File: src/lfsr_payload_descrambler_core_defines.svh
// Assertion macros for the payload descrambler.
// Used by lfsr_payload_descrambler_core only; no other dependencies.
`ifndef LFSR_PAYLOAD_DESCRAMBLER_CORE_DEFINES_SVH
`define LFSR_PAYLOAD_DESCRAMBLER_CORE_DEFINES_SVH

// Check a property on every clock edge outside reset.
`define LPD_ASSERT(label, clk, rst_n, prop, msg) \
  label: assert property (@(posedge clk) disable iff (!rst_n) prop) else $error(msg);

// Check a property on every clock edge, reset included.
`define LPD_ASSERT_ALWAYS(label, clk, prop, msg) \
  label: assert property (@(posedge clk) prop) else $error(msg);

`endif

File: src/lpd_pkg.sv
// Shared types, constants and the LFSR step function for the payload descrambler.
// No dependencies; used by every module of the block.
package lpd_pkg;

  // Telegram layout
  localparam int unsigned HEADER_BYTES = 15;
  localparam int unsigned POS_W        = $clog2(HEADER_BYTES + 1);

  localparam logic [POS_W-1:0] POS_HEADER       = POS_W'(HEADER_BYTES);
  localparam logic [POS_W-1:0] POS_GATHER_FIRST = POS_W'(2);
  localparam logic [POS_W-1:0] POS_GATHER_LAST  = POS_W'(13);
  localparam logic [POS_W-1:0] POS_WORD_A       = POS_W'(5);
  localparam logic [POS_W-1:0] POS_WORD_B       = POS_W'(9);
  localparam logic [POS_W-1:0] POS_WORD_C       = POS_W'(13);
  localparam logic [POS_W-1:0] POS_CHECK        = POS_W'(HEADER_BYTES - 1);

  // Byte constants
  localparam logic [7:0] CHECK_MASK      = 8'hEF;
  localparam logic [7:0] FIRST_BYTE_WANT = 8'h4B;

  // Configuration register indexes
  localparam logic [0:0] REG_BASE_KEY   = 1'b0;
  localparam logic [0:0] REG_CHECK_MODE = 1'b1;

  // Check modes (code 3 acts as no check)
  localparam logic [1:0] MODE_NONE       = 2'd0;
  localparam logic [1:0] MODE_FIRST_BYTE = 2'd1;
  localparam logic [1:0] MODE_CHECKSUM   = 2'd2;
  localparam logic [1:0] MODE_RESET      = MODE_CHECKSUM;

  typedef enum logic [1:0] {
    STATUS_OK         = 2'd0,
    STATUS_CHECK_BYTE = 2'd1,
    STATUS_CHECKSUM   = 2'd2,
    STATUS_SHORT      = 2'd3
  } status_e;

  // Command word from the front part to the back part
  typedef struct packed {
    logic [7:0]  data;
    logic        payload;  // byte is a payload byte
    logic        last;     // byte ends the telegram
    logic        fresh;    // first command of its telegram
    logic [31:0] seed;     // LFSR seed, used when fresh
    logic [7:0]  check;    // masked check value
  } cmd_t;

  // Result word
  typedef struct packed {
    logic [7:0] plain;
    logic       valid;
    logic       last;
    logic [1:0] status;
  } res_t;

  // Advance the LFSR by eight steps: shift left, feedback from bits 1, 2, 11, 31.
  function automatic logic [31:0] clock_eight(input logic [31:0] w_in);
    logic [31:0] w;
    logic        fb;
    w = w_in;
    for (int k = 0; k < 8; k++) begin
      fb = w[1] ^ w[2] ^ w[11] ^ w[31];
      w  = {w[30:0], fb};
    end
    return w;
  endfunction

endpackage

File: src/lpd_front.sv
// Front part: tracks byte position, builds the LFSR seed and the check value
// from the header, and issues one command word per payload or last byte. Uses lpd_pkg.
module lpd_front (
  input  logic               clk_i,
  input  logic               rst_ni,
  input  logic [31:0]        base_key_i,
  input  logic               accept_i,
  input  logic [7:0]         data_byte_i,
  input  logic               frame_start_i,
  input  logic               frame_end_i,
  output logic               cmd_push_o,
  output lpd_pkg::cmd_t      cmd_o
);

  logic [lpd_pkg::POS_W-1:0] pos_q, pos_d, pos_eff;
  logic                      fresh_q, fresh_d, fresh_base;
  logic [31:0]               gather_q, gather_d, gather_base;
  logic [31:0]               seed_q, seed_d, seed_base;
  logic [7:0]                check_q, check_d, check_base;
  logic                      start;
  logic                      is_header;

  // Classify the byte and update header state
  always_comb begin
    start       = frame_start_i || (pos_q == '0);
    pos_eff     = start ? '0 : pos_q;
    gather_base = start ? '0 : gather_q;
    seed_base   = start ? base_key_i : seed_q;
    check_base  = start ? '0 : check_q;
    fresh_base  = start | fresh_q;
    is_header   = pos_eff < lpd_pkg::POS_HEADER;

    pos_d    = pos_q;
    fresh_d  = fresh_q;
    gather_d = gather_q;
    seed_d   = seed_q;
    check_d  = check_q;

    cmd_push_o = accept_i && (!is_header || frame_end_i);

    if (accept_i) begin
      gather_d = gather_base;
      seed_d   = seed_base;
      check_d  = check_base;
      pos_d    = pos_eff;
      if (is_header) begin
        if (pos_eff >= lpd_pkg::POS_GATHER_FIRST && pos_eff <= lpd_pkg::POS_GATHER_LAST) begin
          gather_d = {gather_base[23:0], data_byte_i};
          if (pos_eff inside {lpd_pkg::POS_WORD_A, lpd_pkg::POS_WORD_B,
                              lpd_pkg::POS_WORD_C}) begin
            seed_d = seed_base ^ gather_d;
          end
        end
        if (pos_eff == lpd_pkg::POS_CHECK) begin
          check_d = data_byte_i & lpd_pkg::CHECK_MASK;
        end
        pos_d = pos_eff + 1'b1;
      end
      if (frame_end_i) begin
        pos_d = '0;
      end
      fresh_d = cmd_push_o ? 1'b0 : fresh_base;
    end
  end

  // Build the command word
  always_comb begin
    cmd_o.data    = data_byte_i;
    cmd_o.payload = !is_header;
    cmd_o.last    = frame_end_i;
    cmd_o.fresh   = fresh_base;
    cmd_o.seed    = seed_base;
    cmd_o.check   = check_base;
  end

  // Control state
  always_ff @(posedge clk_i or negedge rst_ni) begin
    if (!rst_ni) begin
      pos_q   <= '0;
      fresh_q <= 1'b0;
    end else begin
      pos_q   <= pos_d;
      fresh_q <= fresh_d;
    end
  end

  // Header data, loaded at telegram start before use
  always_ff @(posedge clk_i) begin
    gather_q <= gather_d;
    seed_q   <= seed_d;
    check_q  <= check_d;
  end

endmodule

File: src/lpd_cmd_queue.sv
// Two-entry command queue between the front and back parts.
// Uses lpd_pkg for the command word type.
module lpd_cmd_queue (
  input  logic          clk_i,
  input  logic          rst_ni,
  input  logic          push_i,
  input  lpd_pkg::cmd_t data_i,
  output logic          full_o,
  input  logic          pop_i,
  output logic          valid_o,
  output lpd_pkg::cmd_t data_o
);

  lpd_pkg::cmd_t entry_q [2];
  logic          wr_ptr_q, wr_ptr_d;
  logic          rd_ptr_q, rd_ptr_d;
  logic [1:0]    count_q, count_d;
  logic          do_push, do_pop;

  // Occupancy and pointers
  always_comb begin
    full_o   = count_q == 2'd2;
    valid_o  = count_q != 2'd0;
    do_push  = push_i && !full_o;
    do_pop   = pop_i && valid_o;
    wr_ptr_d = wr_ptr_q ^ do_push;
    rd_ptr_d = rd_ptr_q ^ do_pop;
    count_d  = count_q + {1'b0, do_push} - {1'b0, do_pop};
    data_o   = entry_q[rd_ptr_q];
  end

  always_ff @(posedge clk_i or negedge rst_ni) begin
    if (!rst_ni) begin
      wr_ptr_q <= 1'b0;
      rd_ptr_q <= 1'b0;
      count_q  <= 2'd0;
    end else begin
      wr_ptr_q <= wr_ptr_d;
      rd_ptr_q <= rd_ptr_d;
      count_q  <= count_d;
    end
  end

  // Store the word
  always_ff @(posedge clk_i) begin
    if (do_push) begin
      entry_q[wr_ptr_q] <= data_i;
    end
  end

endmodule

File: src/lpd_back.sv
// Back part: runs the LFSR, descrambles payload bytes, keeps the sum and the
// check outcome, and queues result words for the output. Uses lpd_pkg.
module lpd_back (
  input  logic          clk_i,
  input  logic          rst_ni,
  input  logic [1:0]    check_mode_i,
  input  logic          cmd_valid_i,
  input  lpd_pkg::cmd_t cmd_i,
  output logic          cmd_pop_o,
  input  logic          pop_i,
  output logic          empty_o,
  output lpd_pkg::res_t res_o
);

  logic [31:0]      lfsr_q, lfsr_d, lfsr_base, lfsr_next;
  logic [7:0]       sum_q, sum_d, sum_base;
  logic             seen_q, seen_d, seen_base;
  logic [1:0]       fail_q, fail_d, fail_base;
  logic [7:0]       plain;
  lpd_pkg::status_e status;
  lpd_pkg::res_t    res_new;

  lpd_pkg::res_t    res_q [2];
  logic             wr_ptr_q, rd_ptr_q;
  logic [1:0]       count_q, count_d;
  logic             res_full, do_pop;

  // Take a command when the result queue has room
  assign res_full  = count_q == 2'd2;
  assign cmd_pop_o = cmd_valid_i && !res_full;

  // Descramble and evaluate the checks
  always_comb begin
    lfsr_base = cmd_i.fresh ? cmd_i.seed : lfsr_q;
    sum_base  = cmd_i.fresh ? 8'd0 : sum_q;
    seen_base = cmd_i.fresh ? 1'b0 : seen_q;
    fail_base = cmd_i.fresh ? 2'(lpd_pkg::STATUS_OK) : fail_q;

    lfsr_next = lpd_pkg::clock_eight(lfsr_base);
    plain     = cmd_i.data ^ lfsr_next[7:0];

    lfsr_d = lfsr_base;
    sum_d  = sum_base;
    seen_d = seen_base;
    fail_d = fail_base;

    if (cmd_i.payload) begin
      lfsr_d = lfsr_next;
      sum_d  = sum_base + plain;
      if (!seen_base && check_mode_i == lpd_pkg::MODE_FIRST_BYTE &&
          plain != lpd_pkg::FIRST_BYTE_WANT) begin
        fail_d = 2'(lpd_pkg::STATUS_CHECK_BYTE);
      end
      seen_d = 1'b1;
    end

    status = lpd_pkg::status_e'(fail_d);
    if (cmd_i.last) begin
      if (!seen_d) begin
        status = lpd_pkg::STATUS_SHORT;
      end else begin
        case (check_mode_i)
          lpd_pkg::MODE_CHECKSUM: begin
            status = ((sum_d & lpd_pkg::CHECK_MASK) != cmd_i.check) ?
                     lpd_pkg::STATUS_CHECKSUM : lpd_pkg::STATUS_OK;
          end
          lpd_pkg::MODE_FIRST_BYTE: begin
            status = lpd_pkg::status_e'(fail_d);
          end
          default: begin
            status = lpd_pkg::STATUS_OK;
          end
        endcase
      end
      fail_d = status;
    end

    res_new.plain  = cmd_i.payload ? plain : 8'd0;
    res_new.valid  = cmd_i.payload;
    res_new.last   = cmd_i.last;
    res_new.status = status;
  end

  // Control state of the telegram
  always_ff @(posedge clk_i or negedge rst_ni) begin
    if (!rst_ni) begin
      seen_q <= 1'b0;
      fail_q <= 2'(lpd_pkg::STATUS_OK);
    end else if (cmd_pop_o) begin
      seen_q <= seen_d;
      fail_q <= fail_d;
    end
  end

  // LFSR and sum, reloaded at each telegram start
  always_ff @(posedge clk_i) begin
    if (cmd_pop_o) begin
      lfsr_q <= lfsr_d;
      sum_q  <= sum_d;
    end
  end

  // Result queue: hold words until popped
  assign empty_o = count_q == 2'd0;
  assign do_pop  = pop_i && !empty_o;
  assign res_o   = res_q[rd_ptr_q];
  assign count_d = count_q + {1'b0, cmd_pop_o} - {1'b0, do_pop};

  always_ff @(posedge clk_i or negedge rst_ni) begin
    if (!rst_ni) begin
      wr_ptr_q <= 1'b0;
      rd_ptr_q <= 1'b0;
      count_q  <= 2'd0;
    end else begin
      wr_ptr_q <= wr_ptr_q ^ cmd_pop_o;
      rd_ptr_q <= rd_ptr_q ^ do_pop;
      count_q  <= count_d;
    end
  end

  always_ff @(posedge clk_i) begin
    if (cmd_pop_o) begin
      res_q[wr_ptr_q] <= res_new;
    end
  end

endmodule

File: src/lfsr_payload_descrambler_core.sv
// Top level of the LFSR payload descrambler: configuration registers, front
// part, command queue and back part. Uses lpd_pkg and the assertion macro header.
//
//   channel  | direction | handshake                | payload
//   ---------+-----------+--------------------------+----------------------------------
//   input    | in        | push / full              | data_byte, frame_start, frame_end
//   result   | out       | empty / pop              | plain_byte, byte_valid,
//            |           |                          | end_of_frame, status
//   config   | in        | cfg_valid_i / cfg_ready_o| cfg_index_i, cfg_data_i
//
// One byte per cycle sustained while full is low; each result word is registered
// in the command queue and then in the result queue before it leaves.
// The rate is set by the back part's combinational eight-step LFSR and sum update.
// Header bytes that give no result occupy no queue entry.
// Reset is asynchronous, active low, and empties both queues; full rises only
// when the two-entry command queue is full because pop is held low.
`include "lfsr_payload_descrambler_core_defines.svh"

module lfsr_payload_descrambler_core (
  input  logic        clk_i,
  input  logic        rst_ni,
  // input queue side
  input  logic        push,
  output logic        full,
  input  logic [7:0]  data_byte_i,
  input  logic        frame_start_i,
  input  logic        frame_end_i,
  // result queue side
  output logic        empty,
  input  logic        pop,
  output logic [7:0]  plain_byte_o,
  output logic        byte_valid_o,
  output logic        end_of_frame_o,
  output logic [1:0]  status_o,
  // configuration write channel
  input  logic        cfg_valid_i,
  output logic        cfg_ready_o,
  input  logic [0:0]  cfg_index_i,
  input  logic [31:0] cfg_data_i
);

  logic [31:0]   base_key_q;
  logic [1:0]    check_mode_q;
  logic          in_accept;
  logic          cmd_push, cmd_full, cmd_valid, cmd_pop;
  lpd_pkg::cmd_t cmd_in, cmd_out;
  lpd_pkg::res_t res;

  // Configuration registers, always ready
  assign cfg_ready_o = 1'b1;

  always_ff @(posedge clk_i or negedge rst_ni) begin
    if (!rst_ni) begin
      base_key_q   <= '0;
      check_mode_q <= lpd_pkg::MODE_RESET;
    end else if (cfg_valid_i) begin
      case (cfg_index_i)
        lpd_pkg::REG_BASE_KEY:   base_key_q   <= cfg_data_i;
        lpd_pkg::REG_CHECK_MODE: check_mode_q <= cfg_data_i[1:0];
        default: ;
      endcase
    end
  end

  // Accept a word whenever the command queue has room
  assign full      = cmd_full;
  assign in_accept = push && !cmd_full;

  lpd_front u_front (
    .clk_i         (clk_i),
    .rst_ni        (rst_ni),
    .base_key_i    (base_key_q),
    .accept_i      (in_accept),
    .data_byte_i   (data_byte_i),
    .frame_start_i (frame_start_i),
    .frame_end_i   (frame_end_i),
    .cmd_push_o    (cmd_push),
    .cmd_o         (cmd_in)
  );

  lpd_cmd_queue u_cmd_queue (
    .clk_i   (clk_i),
    .rst_ni  (rst_ni),
    .push_i  (cmd_push),
    .data_i  (cmd_in),
    .full_o  (cmd_full),
    .pop_i   (cmd_pop),
    .valid_o (cmd_valid),
    .data_o  (cmd_out)
  );

  lpd_back u_back (
    .clk_i        (clk_i),
    .rst_ni       (rst_ni),
    .check_mode_i (check_mode_q),
    .cmd_valid_i  (cmd_valid),
    .cmd_i        (cmd_out),
    .cmd_pop_o    (cmd_pop),
    .pop_i        (pop),
    .empty_o      (empty),
    .res_o        (res)
  );

  // Drive the result ports
  assign plain_byte_o   = res.plain;
  assign byte_valid_o   = res.valid;
  assign end_of_frame_o = res.last;
  assign status_o       = res.status;

  // Assertions
  `LPD_ASSERT(a_plain_zero_when_no_byte, clk_i, rst_ni, (!empty && !byte_valid_o) |-> (plain_byte_o == 8'd0), "plain byte not zero on a result without payload byte")
  `LPD_ASSERT(a_short_only_at_end, clk_i, rst_ni, (!empty && status_o == 2'(lpd_pkg::STATUS_SHORT)) |-> (end_of_frame_o && !byte_valid_o), "too-short status on a result that is not a bare last word")
  `LPD_ASSERT(a_mid_status, clk_i, rst_ni, (!empty && !end_of_frame_o) |-> (byte_valid_o && (status_o == 2'(lpd_pkg::STATUS_OK) || status_o == 2'(lpd_pkg::STATUS_CHECK_BYTE))), "bad result before the last byte")
  `LPD_ASSERT_ALWAYS(a_reset_empty, clk_i, (!rst_ni) |-> (empty && !full), "queues not empty in reset")

endmodule

File: config.mk
export PLATFORM = sky130hd
export DESIGN_NAME = lfsr_payload_descrambler_core
export DESIGN_NICKNAME = d
export VERILOG_FILES = /design/src/lpd_pkg.sv /design/src/lpd_front.sv /design/src/lpd_cmd_queue.sv /design/src/lpd_back.sv /design/src/lfsr_payload_descrambler_core.sv
export VERILOG_INCLUDE_DIRS = /design/src /design/src/src
export SDC_FILE = /design/constraint.sdc
export NUM_CORES = 1
export LEC_CHECK = 0
export ABC_AREA = 0
export BUFFER_PORTS_ARGS = -buffer_cell sky130_fd_sc_hd__buf_4
export CORE_MARGIN = 4
export CORE_UTILIZATION = 45
export CTS_CLUSTER_DIAMETER = 30
export DETAILED_ROUTE_END_ITERATION = 6
export GPL_ROUTABILITY_DRIVEN = 1
export HOLD_SLACK_MARGIN = 0.06
export PLACE_DENSITY_LB_ADDON = 0.1
export SYNTH_ARGS = -nofsm -noshare
export SYNTH_HDL_FRONTEND = slang
export SYNTH_HIERARCHICAL = 1
export SYNTH_SLANG_ARGS = --single-unit
export TNS_END_PERCENT = 5
File: constraint.sdc
create_clock -name clk_i -period 6.2 [get_ports clk_i]
set_input_delay 1.24 -clock clk_i [delete_from_list [all_inputs] [get_ports clk_i]]
set_output_delay 1.24 -clock clk_i [all_outputs]
set_load 0.03 [all_outputs]
# Word level (Yosys, flattened, before mapping)
# Memories as Yosys holds them, arrays and structs flattened.
# Index checks and enable logic that the tools add are counted.
# totals
inputBits,48
output_inout_bits,15
romBits,0
latchBits,0
regBits,162
word_cells,124
memories,2
mem_bits_rw,126
# classes
n_reduce_logical,22
add_sub_neg,6
mux,32
n_mul,0
div,0
bitwise_logic,32
shifts,0
n_eq_ne,10
magnitude_cmp,3
# mem_list
memory,words,width,read_ports,rd_ports_with_merged_regs,write_ports,line,text
u_cmd_queue.entry_q,2,51,1,0,1,lpd_cmd_queue.sv:14,lpd_pkg::cmd_t entry_q [2];
u_back.res_q,2,12,1,0,1,lpd_back.sv:23,lpd_pkg::res_t res_q [2];
# ops
cell,count
$mux 32,9
$mux 8,6
$xor 32x32->32,1
$xor 1x1->1,28
$eq 4x4->1 const B,3
$mux 2,6
$mux 4,3
$logic_and 1x1->1,9
$add 8x8->8,1
$ne 8x7->1 const B,1
$ne 8x8->1,1
$xor 8x8->8,1
$mux 1,7
$eq 2x2->1 const B,3
$logic_not 1->1,5
$add 2x1->2,2
$add 4x1->4 const B,1
$eq 4x3->1 const B,1
$ge 4x2->1 const B,1
$le 4x4->1 const B,1
$logic_not 4->1,1
$lt 4x4->1 const B,1
$pmux 2 s2,1
$reduce_and 2->1,2
8 further kinds,10

# Depth between registers and ports, before layout
# Gate-level depths: netlist of run 1.
# An unclocked memory read counts as a cell.
# depth
depth_word,22
ltp_mapped,20
mapped_depth_nobuf,17

# Hierarchy
# The synthesis of run 1 kept the hierarchy.
# by_module_without_submodules
module,seq_area_each_um2,cells_each,area_each_um2,n_inst
lpd_back,2097.0,334,4624.4,1
lpd_cmd_queue,3163.0,179,4154.0,1
lpd_front,2047.0,424,4066.4,1
lfsr_payload_descrambler_core,852.1,77,1453.9,1

# Worst setup path after synthesis of run 1
# OpenSTA, ideal clock, no wires.
# synth_timing
path_type,input to register
startpoint,in push
endpoint,mem u_cmd_queue/entry_q[1][0] in the netlist's numbering (enable)
required_time_ns,5.786
arrival_time_ns,6.059
path_buffers,1
setup_ns,0.414
path_slack_ns,-0.273
stages,5
path_cell_list,nor2b_1 -> clkbuf_1 -> o21a_1 -> and2_1 -> ha_1
# synth_between
elab_chain_cells,5
# synth_lines
element,line,text
from (decl),lfsr_payload_descrambler_core.sv:23,"input logic push,"
$logic_and 1x1->1,lfsr_payload_descrambler_core.sv:67,assign in_accept = push && !cmd_full;
$logic_and 1x1->1,lpd_front.sv:39,cmd_push_o = accept_i && (!is_header || frame_end_i);
net cmd_push,lfsr_payload_descrambler_core.sv:45,"logic cmd_push, cmd_full, cmd_valid, cmd_pop;"
$logic_and 1x1->1,lpd_cmd_queue.sv:24,do_push = push_i && !full_o;
$mux 1,lpd_cmd_queue.sv:46,if (do_push) begin
$mux 1 (not written as such),lpd_cmd_queue.sv:47,entry_q[wr_ptr_q] <= data_i;
to (decl),lpd_cmd_queue.sv:14,
# The timed path passes the listed nets, and every way through them passes these cells.

==> key figures, run 1 <==
Yosys
  • Synth top cells by count: 230 x edfxtp_1, 146 x nand2_1, 79 x mux2_4
  • Dominant synthesized flop cell: edfxtp_1
  • Synth Area in Simple Gates: 0.08855
  • Netlist cell types: 73
  • Synth top area share: 0.4830
  • Syn nets: between 1000 and 1500
  • Syn avg cell area: 14.10 sq um
  • Register area share after synthesis: 0.5706
  • Synth area leaders: edfxtp_1 48%, dfrtp_1 8.6%, mux2_4 8.3%, nand2_1 3.8%, mux4_2 3.6%
  • Largest family of logic cells by synthesized area: multiplexers
  • Post-synth EDFFs: between 200 and 250
  • XOR/XNOR Fraction of Synth Area: 0.06519
  • Fraction of synthesized area in multiplexers: 0.1603
  • Adder-cell share of the synthesized area: 0.01628
  • Asr flop ratio synth: 0.1786
  • Compound-cell area share of the yosys netlist: 0.05767
  • Synth area leader: edfxtp_1
  • Warnings, synthesis: 6
  • Post-Synthesis Cell Area: 14300 sq um
  • Most frequent cell after synthesis: edfxtp_1
  • Mapped Cells: 1014
  • Yosys reg bits: 280

Global routing
  • Vias in the first global route: around 8500
  • Aggregate global routing overflow: 0
  • First-pass GRT wire length: ~50000 um
  • Total track usage: 0.1879
  • Largest net degree at the start of global routing: 74
  • Initial antenna violation count: 0

Placed design
  • Port bufs: 61
  • Gp weighted congestion: 0.7798
  • Dpl hpwl: 20760 um
  • DP Worst Slack: 0.7652 ns

Floorplan
  • Starting Density: 0.4543
  • Chip height: approximately 190 um
  • # rows: between 60 and 70
  • Core ar.: 31470 sq um
  • Ports: 63
  • Die area: 34690 sq um
  • Die width: 186.3 um

Clocking
  • CTS H-tree depth: 3
  • CTS Buf Count: 67
  • Worst-Skew Late Latency: 0.55 ns
  • Hold Buf Count CTS: 0
  • Clock Sinks: 280
  • Setup Buffers After CTS: 0
  • CTS tree: done
  • Reg clk slew, reported paths: 0.04 ns
  • Clk buf depth: 3
  • Root buf cell: clkbuf_16
  • Post-CTS Resized: 0

STA
  • Max Clk Rate: ~180 MHz
  • Period utilization: 0.8761
  • Max-slew violations: 0
  • Endpoints failing hold: 0
  • Final setup TNS: 0 ns
  • RSZ-0062 raised after global routing: false
  • Relative slew slack: 0.3307
  • Clock Skew: 0.02571 ns
  • Finish-stage setup viols: 0
  • Setup WS post-layout: slightly below 0.8 ns
  • Worst slew pin tran: 1.004 ns
  • Post-layout min period: 5.432 ns

Drt
  • Post-route ant nets: 0
  • Total number of vias: 8366
  • Drt initial violations: 576
  • Post-route DRC violation count: 0
  • Vias per cell: 5.394
  • First-pass DRT Iterations: 5
  • DR WL/cell: 20.58 um
  • Final WL: about 32000 um

Cells and area
  • Register Area: about 8200 sq um
  • Multi-input gate area: 5588 sq um
  • N_diodes: 0
  • Layout overhead on the synthesized area: 20.71%
  • Share of cells above drive strength 1: 0.3124
  • Filler cells: between 2000 and 3000
  • Layout Nets: 1162

Setup path
  • CP Data Arrival Time: ~5.7 ns
  • CP required: 6.47 ns
  • Worst Setup Start Kind: flop
  • Worst Setup End Kind: flop
  • Maximum fanout along the worst path: 11
  • Setup Crit Path Kind: reg -> reg

Outcome
  • Outcome: finished clean

Min path
  • Hold Path Class: reg -> reg

Flow run
  • Max Cap Viol: 0
==> cell families after synthesis <==
family	Yosys count
buffers and inverters	95
AO/OA/AOI/OAI	128
XOR/XNOR	89
flip-flops	280
multiplexers	154
adder cells (fa/ha/maj)	18
other	1
AND/OR/NAND/NOR	249
==> sequential cells by signal, indices dropped and copies added, names as in the netlist, 2 cells and up <==
register             cells
u_back/sum_q             8
u_cmd_queue/entry_q    102
u_back/res_q            24
base_key_q              32
u_back/lfsr_q           32
u_back/fail_q            2
check_mode_q             2
u_back/count_q           2
u_front/seed_q          32
u_front/gather_q        24
u_front/pos_q            4
u_front/check_q          8
u_cmd_queue/count_q      2
==> placed cells by master (no fill, tap or decap), drive strengths merged, types with 3 or more instances in the layout <==
cell and n:
mux4 24, nand3b 3, mux2i 20, nand2 146, xor2 25, o211ai 10, nor2b 12, clkinvlp 5
clkinv 16, or2 3, nor4b 25, buf 81, ha 17, edfxtp 230, xnor2 55, a21oi 26
nor3 4, o21ai 62, xor3 4, and2 17, clkbuf 86, nand2b 9, nor2 15, o2111ai 4
dfrtp 49, nand3 5, mux2 110, o311ai 8, bufinv 9, inv 33, xnor3 5
==> per-stage QoR <==
| stage | hold slack [ns] | cell area (sq um) | util | cells |
|---|---|---|---|---|
| after global placement | 0.4694 | 14960 | 0.4753 | 1429 |
| after CTS | 0.5013 | 17260 | 0.5484 | 1551 |
| after detailed placement | 0.4846 | 14960 | 0.4753 | 1429 |
| after global routing | 0.5174 | 17260 | 0.5484 | 1551 |
| final | 0.4971 | 17260 | 0.5484 | 1551 |
| after floorplan | 0.4540 | 14300 | - | 1014 |
==> final cells by class <==
type	instances	area share
well taps	402	0.02914
multi-input cells	639	0.3237
flip-flops and latches	280	0.4728
clock buffers	86	0.1066
inverters	27	0.005872
repair buffers	81	0.03523
clock inverters	36	0.02660
==> critical path, cell delays in order, from the launching register on <==
cell	delay, ns
dfrtp_2	0.50
buf_4	0.30
mux2_4	0.34
xnor2_1	0.26
mux2i_1	0.17
xor2_2	0.27
xnor3_2	0.46
xnor3_4	0.47
ha_1	0.24
inv_1	0.08
fa_1	0.41
mux2i_1	0.25
xor2_1	0.10
or4_1	0.51
a2111oi_0	0.39
a211oi_1	0.20
nor2_1	0.12
o21ai_1	0.08
==> final timing paths <==
check | start | end | slack (ns) | depth (start not counted)
worst max register to register | u_cmd_queue/rd_ptr_q$_DFF_PN0_ | u_back/res_q[0][1]$_DFFE_PP_ | 0.77 | 17
max in group asynchronous | rst_ni | u_cmd_queue/rd_ptr_q$_DFF_PN0_ | 4.90 | 1
min in group asynchronous | rst_ni | u_back/rd_ptr_q$_DFF_PN0_ | 0.75 | 1
worst max-delay path | u_cmd_queue/rd_ptr_q$_DFF_PN0_ | u_back/res_q[0][1]$_DFFE_PP_ | 0.77 | 17
worst min register to register | u_back/seen_q$_DFFE_PN0P_ | u_back/seen_q$_DFFE_PN0P_ | 0.50 | 1
worst min-delay path | u_back/seen_q$_DFFE_PN0P_ | u_back/seen_q$_DFFE_PN0P_ | 0.50 | 1
==> metal layers <==
layer,vias to the layer above,part of all wire,GRT usage
li1,3914,-,-
met3,67,0.047,0.04376
met4,0,0.028,0.07053
met5,-,0,0
met2,197,0.44,0.2721
met1,4188,0.49,0.2774
Power of run 1 is not shown: default switching activity piles up to over one toggle a cycle in this logic, so the estimate is an artifact.
==> inputs of run 2 (changes only) <==
- RECOVER_POWER: unset -> 25
==> key figures, run 2 (synthesis gave the netlist of run 1 again) <==
Outcome
  • Outcome: finished, violations left
  • Failing checks: max-capacitance violations, max-slew violations

Flow run
  • Max Cap Viol: 4 (+4)

Global routing
  • First-pass GRT wire length: 49820 um (unchanged)
  • Total track usage: 0.1879 (unchanged)
  • Largest net degree at the start of global routing: 74 (unchanged)
  • Aggregate global routing overflow: 0 (unchanged)
  • Vias in the first global route: 8480 (unchanged)
  • Initial antenna violation count: 0 (unchanged)

Setup path
  • Worst Setup End Kind: flop
  • R2r worst-path depth: 14 (-3)
  • FF-to-FF setup slack: 0.78 ns (about the same)
  • CP required: 6.47 ns (about the same)
  • Setup Crit Path Kind: reg -> reg
  • CP Data Arrival Time: 5.70 ns (about the same)
  • Worst reg2reg endpoint: u_back/res_q[0][1]$_DFFE_PP_
  • Maximum fanout along the worst path: 19 (+8)
  • Worst Setup Start Kind: flop
  • Reg-to-Reg Start: u_cmd_queue/rd_ptr_q$_DFF_PN0_

Drt
  • Post-route DRC violation count: 0 (unchanged)
  • Total number of vias: 8397 (+0.37%)
  • Metal3 WL: 1680 um (+11%)
  • WL met2: 14100 um (+0.51%)
  • DR WL/cell: 20.61 um (+0.13%)
  • Vias per cell: 5.414 (+0.37%)
  • DRT met1 WL: 15260 um (-1.6%)
  • Final WL: 31960 um (+0.13%)
  • Drt initial violations: 585 (+1.6%)
  • Top sig layer: met4
  • Post-route ant nets: 0 (unchanged)
  • First-pass DRT Iterations: 4 (-1)

Cells and area
  • Most common cell after layout, fill and taps aside: edfxtp_1
  • Register Area: 8160 sq um (unchanged)
  • Filler cells: 2617 (+1.4%)
  • Post-route insts no fill: 1551 (unchanged)
  • Share of cells above drive strength 1: 0.2759 (-0.03655)
  • Top reg by flops: u_cmd_queue/entry_q
  • Layout overhead on the synthesized area: 19.56%
  • Largest register FFs: 102 (unchanged)
  • N_diodes: 0 (unchanged)
  • Multi-input gate area: 5483 sq um (-1.9%)
  • Final instance area: 17100 sq um (-0.96%)
  • Most frequent cells in the layout: 230 x edfxtp_1, 146 x nand2_1, 69 x clkbuf_16
  • Layout Nets: 1162 (unchanged)

STA
  • Final setup TNS: 0 ns (unchanged)
  • Endpoints failing hold: 0 (unchanged)
  • Max-slew violations: 153 (+153)
  • RSZ-0062 raised after global routing: false
  • Relative slew slack: -1.076 (-1.407)
  • Clock Skew: 0.02822 ns (+0.002513 ns)
  • Worst slew pin tran: 3.114 ns (+2.110 ns)
  • Period utilization: 0.8749 (-0.001211)
  • Finish-stage setup viols: 0 (unchanged)
  • Post-layout min period: 5.424 ns (-0.007511 ns)
  • Max Clk Rate: 184.4 MHz (+0.14%)

Placed design
  • Dpl hpwl: 20760 um (unchanged)
  • Gp weighted congestion: 0.7798 (unchanged)
  • Post-DP Area: 14960 sq um (unchanged)
  • Placed insts: 1429 (unchanged)
  • Port bufs: 61 (unchanged)

Floorplan
  • Starting Density: 0.4543 (unchanged)
  • Core ar.: 31470 sq um (unchanged)
  • Ports: 63 (unchanged)
  • Die width: 186.3 um (unchanged)
  • # rows: 65 (unchanged)
  • Chip height: 186.3 um (unchanged)
  • Die area: 34690 sq um (unchanged)

Clocking
  • Clk buf depth: 3 (unchanged)
  • Clock Sinks: 280 (unchanged)
  • Hold Buf Count CTS: 0 (unchanged)
  • Root buf cell: clkbuf_16
  • Reg clk slew, reported paths: 0.04 ns (about the same)
  • Worst-Skew Late Latency: 0.55 ns (about the same)
  • CTS H-tree depth: 3 (unchanged)
  • CTS Buf Count: 67 (unchanged)
  • CTS tree: done
  • Post-CTS Resized: 0 (unchanged)
  • Setup Buffers After CTS: 0 (unchanged)

Min path
  • Worst hold start: base_key_q[31]$_DFFE_PN0P_
  • Worst Hold Depth: 1 (unchanged)
  • Hold EP: base_key_q[31]$_DFFE_PN0P_
  • Hold Path Class: reg -> reg
-- run 2: changes by cell type in the layout (fill, tap and decap cells not counted), moves of 16 or more --
cell / previous run / this run
mux2_4: 79 / 54
clkbuf_1: 12 / 28
buf_4: 81 / 64
mux2_1: 0 / 25
-- run 2: worst max-delay path, stage by stage, from the launching register on --
cell       delay [ns]
dfrtp_2          0.50
buf_4            0.23
clkbuf_1         1.14
mux2_4           0.39
xnor3_4          0.50
ha_1             0.24
inv_1            0.08
fa_1             0.41
mux2i_1          0.25
xor2_1           0.10
or4_1            0.51
a2111oi_0        0.38
a211oi_1         0.20
nor2_1           0.12
o21ai_1          0.08
-- run 2: worst max path at each step --
stage / cells past startpoint / endpoint / slack (ns) / startpoint
final: 14 / u_back/res_q[0][1]$_DFFE_PP_ / 0.78 / u_cmd_queue/rd_ptr_q$_DFF_PN0_
after global routing: 17 / u_back/res_q[0][1]$_DFFE_PP_ / 0.29 / u_cmd_queue/rd_ptr_q$_DFF_PN0_
after CTS: 17 / u_back/res_q[0][1]$_DFFE_PP_ / 0.72 / u_cmd_queue/rd_ptr_q$_DFF_PN0_
after detailed placement: 17 / u_back/res_q[0][1]$_DFFE_PP_ / 0.77 / u_cmd_queue/rd_ptr_q$_DFF_PN0_
after global placement: 17 / u_back/res_q[0][1]$_DFFE_PP_ / 0.85 / u_cmd_queue/rd_ptr_q$_DFF_PN0_
after floorplan: 5 / u_cmd_queue/entry_q[1][0]$_DFFE_PP_ / 0.90 / push
-- run 2: layout make-up --
| type | instances | area share |
|---|---|---|
| repair buffers | 81 | 0.03206 |
| flip-flops and latches | 280 | 0.4773 |
| clock inverters | 36 | 0.02686 |
| clock buffers | 86 | 0.1077 |
| inverters | 27 | 0.005928 |
| multi-input cells | 639 | 0.3207 |
| well taps | 402 | 0.02942 |
-- run 2: layer usage --
metal / up-vias / track usage
met2: 229 / 0.2721
met3: 71 / 0.04376
met5: - / 0
met1: 4180 / 0.2774
li1: 3917 / -
met4: 0 / 0.07053
-- run 2: per-stage QoR --
stage	setup WS, ns	util	hold WS, ns
final	0.7756	0.5432	0.4867
after global routing	0.2928	0.5432	0.5025
after CTS	0.7224	0.5484	0.5013
after detailed placement	0.7652	0.4753	0.4846
after global placement	0.8533	0.4753	0.4694
after floorplan	0.9024	-	0.4540
Power of run 2 is left out for the same reason.
